**src/hw/rtl/paged_translation_lru_replace_assert.svh**
```systemverilog
// Assertion macros shared by the paged translation block.
// Each expects a clock named clk and an active-low reset named arst_n in scope.
`ifndef PAGED_TRANSLATION_LRU_REPLACE_ASSERT_SVH
`define PAGED_TRANSLATION_LRU_REPLACE_ASSERT_SVH

// Condition holds at every clock edge out of reset.
`define PTLRU_ASSERT_HOLDS(lbl, cond, msg) \
	lbl: assert property (@(posedge clk) disable iff (!arst_n) (cond)) else $error(msg);

// Consequent holds in the same cycle as the antecedent.
`define PTLRU_ASSERT_IMPL(lbl, ante, cons, msg) \
	lbl: assert property (@(posedge clk) disable iff (!arst_n) (ante) |-> (cons)) \
		else $error(msg);

// Consequent holds in the cycle after the antecedent.
`define PTLRU_ASSERT_NEXT(lbl, ante, cons, msg) \
	lbl: assert property (@(posedge clk) disable iff (!arst_n) (ante) |=> (cons)) \
		else $error(msg);

`endif

```
**src/hw/rtl/ptlru_pkg.sv**
```systemverilog
// Shared types and constants for the paged translation block.
// No dependencies.
package ptlru_pkg;

	localparam int PAGE_W   = 6;
	localparam int FRAME_W  = 6;
	localparam int BLOCK_W  = 16;
	localparam int ADDR_W   = 16;
	localparam int PCNT_W   = 7;

	localparam int PAGES_DEF       = 64;
	localparam int FRAMES_DEF      = 16;
	localparam int OFFSET_BITS_DEF = 10;

	typedef enum logic [1:0] {
		KIND_LOAD   = 2'd0,
		KIND_FRAME  = 2'd1,
		KIND_ACCESS = 2'd2
	} kind_t;

	typedef enum logic [1:0] {
		STATUS_OK        = 2'd0,
		STATUS_NO_PAGE   = 2'd1,
		STATUS_NO_FRAME  = 2'd2,
		STATUS_LIST_FULL = 2'd3
	} status_t;

	typedef enum logic {
		ST_IDLE,
		ST_EXEC
	} state_t;

	// Recency list cell operations
	typedef enum logic [1:0] {
		CELL_HOLD,
		CELL_APPEND,   // write page at the tail slot
		CELL_EVICT,    // shift whole row down, page enters at the head
		CELL_PROMOTE   // shift down up to the matching slot, page enters at the head
	} cell_op_t;

	typedef struct packed {
		cell_op_t            op;
		logic [PAGE_W-1:0]   page;
	} cell_ctl_t;

endpackage

```
**src/hw/rtl/ptlru_ram.sv**
```systemverilog
// Generic RAM: one write port, two registered read ports sharing a read enable.
// No dependencies.
module ptlru_ram #(
	parameter int WIDTH = 8,
	parameter int DEPTH = 64,
	localparam int AW = (DEPTH > 1) ? $clog2(DEPTH) : 1
) (
	input  logic                     clk,
	input  logic                     we,
	input  logic [AW-1:0]            waddr,
	input  logic [WIDTH-1:0]         wdata,
	input  logic                     re,
	input  logic [AW-1:0]            raddr_a,
	input  logic [AW-1:0]            raddr_b,
	output logic [WIDTH-1:0]         rdata_a,
	output logic [WIDTH-1:0]         rdata_b
);

	logic [WIDTH-1:0] mem_q [DEPTH];
	logic [WIDTH-1:0] rd_a_q;
	logic [WIDTH-1:0] rd_b_q;

	always_ff @(posedge clk) begin
		if (we) begin
			mem_q[waddr] <= wdata;
		end
		if (re) begin
			rd_a_q <= mem_q[raddr_a];
			rd_b_q <= mem_q[raddr_b];
		end
	end

	assign rdata_a = rd_a_q;
	assign rdata_b = rd_b_q;

endmodule

```
**src/hw/rtl/ptlru_cell.sv**
```systemverilog
// One slot of the recency list; slots chain head to tail.
// Depends on ptlru_pkg.
module ptlru_cell #(
	parameter int RC_W = 5,
	parameter int IDX  = 0
) (
	input  logic                         clk,
	input  ptlru_pkg::cell_ctl_t         ctl,
	input  logic [RC_W-1:0]              rc,
	input  logic [ptlru_pkg::PAGE_W-1:0] left,
	input  logic                         seen_in,
	output logic [ptlru_pkg::PAGE_W-1:0] value,
	output logic                         seen_out
);

	logic [ptlru_pkg::PAGE_W-1:0] value_q;
	logic [ptlru_pkg::PAGE_W-1:0] value_d;
	logic                         match;

	assign match    = (value_q == ctl.page);
	// a slot nearer the head already holds the page: keep this one
	assign seen_out = seen_in | match;

	always_comb begin
		value_d = value_q;
		case (ctl.op)
			ptlru_pkg::CELL_APPEND: begin
				if (rc == RC_W'(IDX)) begin
					value_d = ctl.page;
				end
			end
			ptlru_pkg::CELL_EVICT: begin
				value_d = left;
			end
			ptlru_pkg::CELL_PROMOTE: begin
				if (!seen_in) begin
					value_d = left;
				end
			end
			default: begin
				value_d = value_q;
			end
		endcase
	end

	always_ff @(posedge clk) begin
		value_q <= value_d;
	end

	assign value = value_q;

endmodule

```
**src/hw/rtl/paged_translation_lru_replace.sv**
```systemverilog
// IDLE takes an item and reads the page table RAMs; EXEC updates flags, RAMs and the
// recency cell row, and loads the registered result. No new item is taken until EXEC
// completes; a stalled result holds the block in EXEC until the transfer out.
// Reset (arst_n, async): clears page_count, resident and dirty flags, resident count,
// FSM and result valid; page table RAMs and the list come up undefined, no clearing pass.
module paged_translation_lru_replace #(
	parameter int PAGES       = ptlru_pkg::PAGES_DEF,
	parameter int FRAMES      = ptlru_pkg::FRAMES_DEF,
	parameter int OFFSET_BITS = ptlru_pkg::OFFSET_BITS_DEF
) (
	input  logic                          clk,
	input  logic                          arst_n,
	// configuration
	input  logic                          cfg_we,
	input  logic [ptlru_pkg::PCNT_W-1:0]  cfg_wdata,
	// input channel
	input  logic                          in_valid,
	output logic                          in_ready,
	input  logic [1:0]                    kind,
	input  logic [ptlru_pkg::PAGE_W-1:0]  page_index,
	input  logic [ptlru_pkg::BLOCK_W-1:0] disk_block,
	input  logic [ptlru_pkg::FRAME_W-1:0] frame_number,
	input  logic [ptlru_pkg::ADDR_W-1:0]  logical_address,
	input  logic                          is_write,
	// result channel
	output logic                          out_valid,
	input  logic                          out_ready,
	output logic [1:0]                    status,
	output logic [ptlru_pkg::ADDR_W-1:0]  physical_address,
	output logic                          page_fault,
	output logic [ptlru_pkg::PAGE_W-1:0]  evicted_page,
	output logic                          write_back,
	output logic [ptlru_pkg::BLOCK_W-1:0] write_back_block,
	output logic [ptlru_pkg::BLOCK_W-1:0] fetch_block
);

	`include "paged_translation_lru_replace_assert.svh"

	localparam int PIDX_W = $clog2(PAGES);
	localparam int RC_W   = $clog2(FRAMES + 1);
	localparam int LIST_W = (FRAMES > 1) ? $clog2(FRAMES) : 1;
	localparam int PAGE_W = ptlru_pkg::PAGE_W;
	localparam int ADDR_W = ptlru_pkg::ADDR_W;
	localparam int BLK_W  = ptlru_pkg::BLOCK_W;
	localparam int FRM_W  = ptlru_pkg::FRAME_W;
	localparam logic [ADDR_W-1:0] OFF_MASK = ADDR_W'((33'd1 << OFFSET_BITS) - 33'd1);

	// ---------------------------------------------------------------
	// Control state
	// ---------------------------------------------------------------
	ptlru_pkg::state_t state_q, state_d;
	logic take;      // input transfer
	logic commit;    // EXEC completes: state and result update

	logic [ptlru_pkg::PCNT_W-1:0] page_count_q;
	logic [PAGES-1:0]             resident_q, resident_d;
	logic [PAGES-1:0]             dirty_q, dirty_d;
	logic [RC_W-1:0]              rc_q, rc_d;

	// captured item
	logic [1:0]           kind_q;
	logic [PAGE_W-1:0]    pidx_q;
	logic [BLK_W-1:0]     dblk_q;
	logic [FRM_W-1:0]     frm_q;
	logic [ADDR_W-1:0]    offset_q;
	logic [PAGE_W-1:0]    page_q;
	logic                 page_bad_q;
	logic                 wr_q;
	logic [PAGE_W-1:0]    victim_q;

	// result register
	logic                 out_valid_q;
	ptlru_pkg::status_t   status_q, status_d;
	logic [ADDR_W-1:0]    pa_q, pa_d;
	logic                 pf_q, pf_d;
	logic [PAGE_W-1:0]    ev_q, ev_d;
	logic                 wb_q, wb_d;
	logic [BLK_W-1:0]     wbb_q, wbb_d;
	logic [BLK_W-1:0]     fb_q, fb_d;

	// page split on the way in; out-of-range pages are flagged before truncation
	logic [ADDR_W-1:0]    page_full;
	logic                 page_bad;
	logic [PAGE_W-1:0]    victim;

	// RAM hookup
	logic                 frm_we, blk_we;
	logic [PIDX_W-1:0]    frm_waddr, blk_waddr;
	logic [FRM_W-1:0]     frm_wdata;
	logic [FRM_W-1:0]     frm_rd_page, frm_rd_victim;
	logic [BLK_W-1:0]     blk_rd_page, blk_rd_victim;

	// recency list row
	ptlru_pkg::cell_ctl_t  cell_ctl;
	logic [PAGE_W-1:0]     cell_val [FRAMES];
	logic                  cell_seen [FRAMES+1];

	// ---------------------------------------------------------------
	// FSM: IDLE takes an item, EXEC finishes it once the result slot is free
	// ---------------------------------------------------------------
	always_comb begin
		state_d = state_q;
		case (state_q)
			ptlru_pkg::ST_IDLE: begin
				if (in_valid) begin
					state_d = ptlru_pkg::ST_EXEC;
				end
			end
			ptlru_pkg::ST_EXEC: begin
				if (!out_valid_q || out_ready) begin
					state_d = ptlru_pkg::ST_IDLE;
				end
			end
			default: begin
				state_d = ptlru_pkg::ST_IDLE;
			end
		endcase
	end

	always_comb begin
		in_ready = 1'b0;
		commit   = 1'b0;
		case (state_q)
			ptlru_pkg::ST_IDLE: begin
				in_ready = 1'b1;
			end
			ptlru_pkg::ST_EXEC: begin
				commit = !out_valid_q || out_ready;
			end
			default: begin
				in_ready = 1'b0;
			end
		endcase
	end

	assign take = in_valid && in_ready;

	always_ff @(posedge clk or negedge arst_n) begin
		if (!arst_n) begin
			state_q <= ptlru_pkg::ST_IDLE;
		end else begin
			state_q <= state_d;
		end
	end

	// ---------------------------------------------------------------
	// IDLE: split address, pick victim from list tail, launch RAM reads
	// ---------------------------------------------------------------
	assign page_full = ADDR_W'(logical_address >> OFFSET_BITS);
	assign page_bad  = (32'(page_full) >= PAGES) || (32'(page_full) >= 32'(page_count_q));
	assign victim    = cell_val[LIST_W'(rc_q - RC_W'(1))];

	always_ff @(posedge clk) begin
		if (take) begin
			kind_q     <= kind;
			pidx_q     <= page_index;
			dblk_q     <= disk_block;
			frm_q      <= frame_number;
			offset_q   <= logical_address & OFF_MASK;
			page_q     <= PAGE_W'(page_full);
			page_bad_q <= page_bad;
			wr_q       <= is_write;
			victim_q   <= victim;
		end
	end

	ptlru_ram #(
		.WIDTH (FRM_W),
		.DEPTH (PAGES)
	) u_frame_ram (
		.clk     (clk),
		.we      (frm_we),
		.waddr   (frm_waddr),
		.wdata   (frm_wdata),
		.re      (take),
		.raddr_a (PIDX_W'(page_full)),
		.raddr_b (PIDX_W'(victim)),
		.rdata_a (frm_rd_page),
		.rdata_b (frm_rd_victim)
	);

	ptlru_ram #(
		.WIDTH (BLK_W),
		.DEPTH (PAGES)
	) u_block_ram (
		.clk     (clk),
		.we      (blk_we),
		.waddr   (blk_waddr),
		.wdata   (dblk_q),
		.re      (take),
		.raddr_a (PIDX_W'(page_full)),
		.raddr_b (PIDX_W'(victim)),
		.rdata_a (blk_rd_page),
		.rdata_b (blk_rd_victim)
	);

	// ---------------------------------------------------------------
	// EXEC: decide, update tables and list, form the result
	// ---------------------------------------------------------------
	always_comb begin
		logic [PIDX_W-1:0] pg;
		logic [PIDX_W-1:0] vc;
		logic [PIDX_W-1:0] nx;
		logic              hit;

		pg  = PIDX_W'(page_q);
		vc  = PIDX_W'(victim_q);
		nx  = PIDX_W'(rc_q);
		hit = resident_q[pg];

		status_d   = ptlru_pkg::STATUS_OK;
		pa_d       = '0;
		pf_d       = 1'b0;
		ev_d       = '0;
		wb_d       = 1'b0;
		wbb_d      = '0;
		fb_d       = '0;
		resident_d = resident_q;
		dirty_d    = dirty_q;
		rc_d       = rc_q;
		frm_we     = 1'b0;
		frm_waddr  = pg;
		frm_wdata  = frm_rd_victim;
		blk_we     = 1'b0;
		blk_waddr  = PIDX_W'(pidx_q);
		cell_ctl.op   = ptlru_pkg::CELL_HOLD;
		cell_ctl.page = page_q;

		case (kind_q)
			ptlru_pkg::KIND_LOAD: begin
				if (32'(pidx_q) < PAGES) begin
					blk_we = 1'b1;
				end else begin
					status_d = ptlru_pkg::STATUS_NO_PAGE;
				end
			end
			ptlru_pkg::KIND_FRAME: begin
				if (32'(rc_q) >= FRAMES) begin
					status_d = ptlru_pkg::STATUS_LIST_FULL;
				end else if (32'(rc_q) >= PAGES || 32'(rc_q) >= 32'(page_count_q)) begin
					status_d = ptlru_pkg::STATUS_NO_PAGE;
				end else if (!resident_q[nx]) begin
					// next page in order joins at the list tail
					frm_we         = 1'b1;
					frm_waddr      = nx;
					frm_wdata      = frm_q;
					resident_d[nx] = 1'b1;
					dirty_d[nx]    = 1'b0;
					rc_d           = rc_q + RC_W'(1);
					cell_ctl.op    = ptlru_pkg::CELL_APPEND;
					cell_ctl.page  = PAGE_W'(rc_q);
				end
			end
			ptlru_pkg::KIND_ACCESS: begin
				if (page_bad_q) begin
					status_d = ptlru_pkg::STATUS_NO_PAGE;
				end else if (!hit && rc_q == '0) begin
					status_d = ptlru_pkg::STATUS_NO_FRAME;
				end else if (!hit) begin
					// miss: tail page gives up its frame, new page enters at the head
					pf_d  = 1'b1;
					ev_d  = victim_q;
					wb_d  = dirty_q[vc];
					wbb_d = dirty_q[vc] ? blk_rd_victim : '0;
					fb_d  = blk_rd_page;
					resident_d[vc] = 1'b0;
					dirty_d[vc]    = 1'b0;
					resident_d[pg] = 1'b1;
					dirty_d[pg]    = wr_q;
					frm_we         = 1'b1;
					frm_wdata      = frm_rd_victim;
					cell_ctl.op    = ptlru_pkg::CELL_EVICT;
					pa_d = ADDR_W'(32'(frm_rd_victim) << OFFSET_BITS) | offset_q;
				end else begin
					// hit: promote to the head
					dirty_d[pg] = dirty_q[pg] | wr_q;
					cell_ctl.op = ptlru_pkg::CELL_PROMOTE;
					pa_d = ADDR_W'(32'(frm_rd_page) << OFFSET_BITS) | offset_q;
				end
			end
			default: begin
				status_d = ptlru_pkg::STATUS_OK;
			end
		endcase

		if (!commit) begin
			frm_we      = 1'b0;
			blk_we      = 1'b0;
			cell_ctl.op = ptlru_pkg::CELL_HOLD;
		end
	end

	// ---------------------------------------------------------------
	// Recency list: head at cell 0, each cell takes from its left neighbour
	// ---------------------------------------------------------------
	assign cell_seen[0] = 1'b0;

	for (genvar i = 0; i < FRAMES; i++) begin : g_cell
		logic [PAGE_W-1:0] left;
		if (i == 0) begin : g_head
			assign left = cell_ctl.page;
		end else begin : g_body
			assign left = cell_val[i-1];
		end
		ptlru_cell #(
			.RC_W (RC_W),
			.IDX  (i)
		) u_cell (
			.clk      (clk),
			.ctl      (cell_ctl),
			.rc       (rc_q),
			.left     (left),
			.seen_in  (cell_seen[i]),
			.value    (cell_val[i]),
			.seen_out (cell_seen[i+1])
		);
	end

	// ---------------------------------------------------------------
	// State registers
	// ---------------------------------------------------------------
	always_ff @(posedge clk or negedge arst_n) begin
		if (!arst_n) begin
			page_count_q <= '0;
			resident_q   <= '0;
			dirty_q      <= '0;
			rc_q         <= '0;
			out_valid_q  <= 1'b0;
		end else begin
			if (cfg_we) begin
				page_count_q <= cfg_wdata;
			end
			if (commit) begin
				resident_q  <= resident_d;
				dirty_q     <= dirty_d;
				rc_q        <= rc_d;
				out_valid_q <= 1'b1;
			end else if (out_ready) begin
				out_valid_q <= 1'b0;
			end
		end
	end

	always_ff @(posedge clk) begin
		if (commit) begin
			status_q <= status_d;
			pa_q     <= pa_d;
			pf_q     <= pf_d;
			ev_q     <= ev_d;
			wb_q     <= wb_d;
			wbb_q    <= wbb_d;
			fb_q     <= fb_d;
		end
	end

	assign out_valid        = out_valid_q;
	assign status           = status_q;
	assign physical_address = pa_q;
	assign page_fault       = pf_q;
	assign evicted_page     = ev_q;
	assign write_back       = wb_q;
	assign write_back_block = wbb_q;
	assign fetch_block      = fb_q;

	// ---------------------------------------------------------------
	// Assertions
	// ---------------------------------------------------------------
	`PTLRU_ASSERT_HOLDS(a_rc_bound, 32'(rc_q) <= FRAMES, "resident count above frame count")
	`PTLRU_ASSERT_HOLDS(a_rc_flags, $countones(resident_q) == 32'(rc_q), "flags disagree with count")
	`PTLRU_ASSERT_HOLDS(a_dirty_res, (dirty_q & ~resident_q) == '0, "dirty page not resident")
	`PTLRU_ASSERT_NEXT(a_commit_out, commit, out_valid_q && state_q == ptlru_pkg::ST_IDLE, "result lost")
	`PTLRU_ASSERT_IMPL(a_fault_ok, out_valid && page_fault, status == 2'(ptlru_pkg::STATUS_OK), "fault with error")

endmodule
```
**config.mk**
```make
export PLATFORM = sky130hd
export DESIGN_NAME = paged_translation_lru_replace
export DESIGN_NICKNAME = d
export VERILOG_FILES = /design/src/hw/rtl/ptlru_pkg.sv /design/src/hw/rtl/ptlru_ram.sv /design/src/hw/rtl/ptlru_cell.sv /design/src/hw/rtl/paged_translation_lru_replace.sv
export VERILOG_INCLUDE_DIRS = /design/src /design/src/hw/rtl
export SDC_FILE = /design/constraint.sdc
export NUM_CORES = 2
export LEC_CHECK = 0
export BUFFER_PORTS_ARGS = -buffer_cell sky130_fd_sc_hd__buf_2
export CAP_MARGIN = 20
export CORE_ASPECT_RATIO = 2
export CORE_MARGIN = 2
export CORE_UTILIZATION = 43
export DETAILED_ROUTE_END_ITERATION = 7
export GPL_ROUTABILITY_DRIVEN = 0
export PLACE_DENSITY_LB_ADDON = 0.12
export RECOVER_POWER = 50
export SYNTH_ARGS = -nofsm -noshare
export SYNTH_HDL_FRONTEND = slang
export SYNTH_HIERARCHICAL = 1
export SYNTH_SLANG_ARGS = --single-unit
export TNS_END_PERCENT = 5
```
**constraint.sdc**
```tcl
create_clock -name clk -period 8.86 [get_ports clk]
set_clock_uncertainty 0.15 [all_clocks]
set_input_delay 0.443 -clock clk [delete_from_list [all_inputs] [get_ports clk]]
set_output_delay 0.443 -clock clk [all_outputs]
set_load 0.01 [all_outputs]
```
# --- Word level (Yosys, flattened, before mapping) ---
# Memory sizes are Yosys's and may differ from the RTL's. A register that Yosys moved wholly into a read port is not among the register bits.
# Index checks and enable logic that the tools add are counted.
totals:
  ff_bits: 350
  ramBits: 1408
  in_bits: 59
  output_inout_bits: 60
  word_cells: 318
  mem_count: 2
mem_list:
  columns: ["name", "words", "width", "rd", "rd_ports_with_merged_regs", "wr", "line", "rtl"]
  rows:
  - ["u_block_ram.mem_q", 64, 16, 2, 2, 1, "ptlru_ram.sv:19", "logic [WIDTH-1:0] mem_q [DEPTH];"]
  - ["u_frame_ram.mem_q", 64, 6, 2, 2, 1, "ptlru_ram.sv:19", null]
op_classes:
  addsub: 2
  magnitude_cmp: 11
  n_eq_ne: 72
  mux: 124
  bitwise: 31
  reduce_logical: 38
ops:
  columns: ["operator", "count"]
  rows:
  - ["$mux W64", 12]
  - ["$pmux W6 S3", 15]
  - ["$pmux W64 S2", 2]
  - ["$mux W6", 42]
  - ["$and A64 B64 Y64", 3]
  - ["$bwmux W64", 2]
  - ["$eq A6 B6 Y1", 15]
  - ["$not A32 Y64", 1]
  - ["$not A64 Y64", 1]
  - ["$or A64 B32 Y64", 1]
  - ["$or A64 B64 Y64", 1]
  - ["$reduce_and A3 Y1", 15]
  - ["$ne A2 B2 Y1 const B", 22]
  - ["$eq A5 B4 Y1 const B", 8]
  - ["$or A16 B10 Y16", 2]
  - ["$ne A2 B1 Y1 const B", 15]
  - ["$mux W1", 28]
  - ["$bmux W6 S4", 1]
  - ["$mux W7", 3]
  - ["$eq A5 B3 Y1 const B", 4]
  - ["$bmux W1 S6", 3]
  - ["$mux W16", 1]
  - ["$or A1 B1 Y1", 15]
  - ["$lt A6 B7 Y1 const B", 2]
  - ["37 further kinds", 64]

# --- Longest topological paths before layout ---
depth:
  ltp_word: 23
  mapped_depth: 29

# --- Hierarchy ---
# Netlist, hierarchy kept.
modules_own_cells:
  columns: ["mod", "n_inst", "cells_per_inst", "area_per_inst_um2", "seq_area_each_um2"]
  rows:
  - ["ptlru_ram (u_block_ram)", 1, 2491, 49251.0, 31710.4]
  - ["ptlru_ram (u_frame_ram)", 1, 968, 18510.3, 11891.4]
  - ["paged_translation_lru_replace", 1, 1784, 16458.3, 6916.6]
  - ["ptlru_cell (g_cell[10].u_cell ...)", 7, 25, 346.6, 180.2]
  - ["ptlru_cell (g_cell[1].u_cell ...)", 4, 25, 345.3, 180.2]
  - ["ptlru_cell (g_cell[11].u_cell ...)", 3, 24, 342.8, 180.2]
  - ["ptlru_cell (g_cell[0].u_cell)", 1, 25, 342.8, 180.2]
  - ["ptlru_cell (g_cell[3].u_cell)", 1, 24, 341.6, 180.2]

# --- Worst setup path before layout ---
# Ideal clock, no wire load.
synth_path:
  path_kind: "register -> register"
  start: "register rc_q[0]"
  end: "register g_cell[15].u_cell.value_q (netlist bit g_cell[15].u_cell/value[0]) (enable)"
  setup_ns: 0.373
  t_arrival_ns: 8.609
  path_slack_ns: -0.272
  stages_incl_launch_ff: 28
  n_path_buf: 2
  cell_sequence: "dfrtp_1 -> inv_1 -> ha_1 -> nand2b_1 -> a2111oi_0 -> o21ai_0 -> or3_1 -> clkbuf_1 -> clkbuf_1 -> o21ai_0 -> xor2_1 -> nor4_1 -> a31o_1 -> a31o_1 -> a31o_1 -> a31o_1 -> a31o_1 -> a31o_1 -> a31o_1 -> a31o_1 -> a31o_1 -> a31o_1 -> a31o_1 -> a31o_1 -> a31o_1 -> a31o_1 -> a31o_1 -> a31oi_1"
synth_rtl:
  columns: ["element", "line", "rtl"]
  rows:
  - ["from (decl)", "paged_translation_lru_replace.sv:58", "logic [RC_W-1:0] rc_q, rc_d;"]
  - ["from (signal assigned)", "paged_translation_lru_replace.sv:336", "rc_q <= rc_d;"]
  - ["to (signal assigned)", "ptlru_cell.sv:47", "value_q <= value_d;"]
  - ["to (decl)", "ptlru_cell.sv:16", "logic [ptlru_pkg::PAGE_W-1:0] value_q;"]

==> impl_results.md <==
* Post-cts gate resize count at 0
* Number of global-route vias before repair at 58000
* Number of detailed-routing iterations run before antenna repair at 7
* Die Y at 650 um
* Total of fill cells in the finished design at 17800
* Post-DP HPWL at 212000 um
* Yosys warns at 6
* Final design area excluding fillers at 99200 um^2
* Max-slew violation count at 1605
* Setup-violating endpoint count in the final report at 0
* MaxCap Viol Count at 30
* Root cell of the clock tree: clkbuf_16
* Post-CTS repair timing setup buffer count at 0
* Final hold violation count at 0
* Horizontal extent of the die at 327 um
* Site row count at 237
* Routed wire length at 317000 um
* Antenna violations before repair at 11
* Setup crit start kind: input pin
* Clock Sinks at 1802
* Post-route DRC violation count at 0
* Number of instances in the synthesized netlist at 5631
* Via count at 57200
* Number of buffers added on ports at 118
* Grt total ovfl at 0
* Largest voltage drop on the vdd net at 0.508 mV
* GRT Resource Usage Total at 29.5%
* Category of the worst setup path capture point: flip-flop
* CTS Hold Buffers Added at 64
* Sum Neg Setup Slack at 0 ns
* Wire length of the first global-routing pass at 444000 um
* Fin crit period at 8.04 ns
* Post-route fraction of the period consumed by the critical path at 90.7%
* Violation count after the first detailed-route iteration at 6368
* Family with the most delay on the worst path: buffers and inverters
* Area of the die at 212000 um^2
* Setup repair after global routing missed its margin: no
* Relative slew slack at -309%
* Initial core utilization at 43.1%
* Total power after layout at 37.5 mW
* Final-stage net count at 5865
* Worst path cell trace: clkbuf_1 > buf_4 > mux4_1 > mux2_2 > a21oi_1 > a221oi_1 > and3_1
* Largest net degree at the start of global routing at 102
* Layout cell share with drive strength beyond 1 at 24.5%
* H-tree lvl count at 4
* CTS max path bufs at 4
* Arrival time at the worst endpoint at 8.57 ns
* Layout Area Growth over Synthesis at 10.6%
* Placed Area at 93300 um^2
* Detail-routed net length per standard cell at 36.6 um
* Tightest Hold Check Type: in -> reg
* Syn Std Cell Area at 89700 um^2
* Number of routed nets with antenna violations at 0
* Run status: finished, violations left
* Clock tree from TritonCTS: done
* Category of the most critical setup path: in -> reg
* Maximum clock frequency at 124 MHz
* Synthesized area divided by synthesized cell count at 15.9 um^2
* Slew @ Worst Pin at 6.14 ns
* Biggest fanout along the worst timing path at 54
* Worst-path cell with the longest stage delay: clkbuf_1
* Core Footprint at 208000 um^2
* PD cells at 378 nW/um^2
* Post-placement cell count at 8284
* Biggest cell delay along the critical path at 4.20 ns
* Count of buffering cells on the critical path with inverters included at 2
* Post-DR vias/cell at 6.60
* Static leakage at 31.7 nW
* Io pins at 119
* Post-layout instance count excluding filler cells at 8672
* Worst EP required at 9.40 ns
* Number of clock buffers inserted by TritonCTS at 176
* Clock latency at the later pin of the worst-skew pair at 0.87 ns
* Register clock-pin slew on the reported worst setup and hold paths at 0.06 ns
* Violated checks: max-capacitance violations, max-slew violations
## through the flow
stage	hold slack, ns	setup WS [ns]	util (%)
3_5_place_dp	0.340	1.34	44.9
3_3_place_gp	0.331	1.28	44.8
2_1_floorplan	-0.00259	0.0781	-
4_1_cts	0.0228	1.28	47.8
5_1_grt	0.123	0.434	47.7
6_report	0.126	0.825	47.7
## final cells by class
class	count	area, um^2	area share (%)
sequential	1802	53400	53.8
multi-input combinational	3328	33700	33.9
clock buffer	219	4670	4.71
tap	2748	3440	3.47
timing repair buffer	425	2940	2.96
clock inverter	86	845	0.851
inverter	54	203	0.204
antenna	10	25.0	0.0252
## placed cells by master, fill, tap and decap left out, drive strengths merged, types with 15 or more instances in the layout
cell type	n
a211oi	101
a21oi	194
a221o	18
a221oi	28
a22o	25
a22oi	95
a31o	18
a31oi	76
and2	41
and3	35
buf	233
bufinv	16
clkbuf	347
clkinv	61
dfrtp	142
dlygate4sd3	64
edfxtp	1660
ha	19
inv	55
mux2	245
mux2i	137
mux4	698
nand2	282
nand2b	30
nand3	61
nand3b	16
nand4	16
nor2	337
nor2b	34
nor3	29
nor4	31
o21a	17
o21ai	258
o221ai	17
o22ai	166
o31ai	26
or2	15
or3	17
xnor2	35
xor2	60
## final timing paths
check | to | depth (start not counted) | startpoint | slack [ns]
worst max-delay path | u_block_ram/rdata_a[11] | 7 | logical_address[10] | 0.82
max in group asynchronous | dirty_q[60] | 3 | arst_n | 2.91
worst min-delay path | blk_waddr[3] | 2 | page_index[3] | 0.13
worst max register to register | u_frame_ram/mem_q[35][4] | 8 | out_valid | 0.94
worst min register to register | resident_q[59] | 2 | resident_q[59] | 0.36
min in group asynchronous | page_count_q[1] | 2 | arst_n | 1.86
## power breakdown
part           total [mW]  switching (mW)  leakage [nW]  internal (mW)
clock network        7.53            3.33          2.68           4.20
registers            10.9           0.444          16.8           10.5
logic                19.1            12.0          12.2           7.08
total                37.5            15.8          31.7           21.8
## metal layers
metal  part of all wire (%)  wire length, um  track usage [%]
met2                     52           165000             51.9
met3                    5.9            18700             3.69
met1                     34           107000             32.6
met4                    8.5            27100             21.6
met5                      0                0                0
## sequential cells by signal, summed over array words and instances, names as in the netlist, 7 cells and up
| name | flops |
|---|---|
| write_back_block | 16 |
| u_block_ram/mem_q | 1024 |
| resident_q | 64 |
| dblk_q | 16 |
| u_block_ram/rdata_a | 16 |
| offset_q | 10 |
| fetch_block | 16 |
| page_count_q | 7 |
| dirty_q | 64 |
| physical_address | 16 |
| g_cell.u_cell/value | 96 |
| u_block_ram/rdata_b | 16 |
| u_frame_ram/mem_q | 384 |
(Power assumes the default switching activity.)
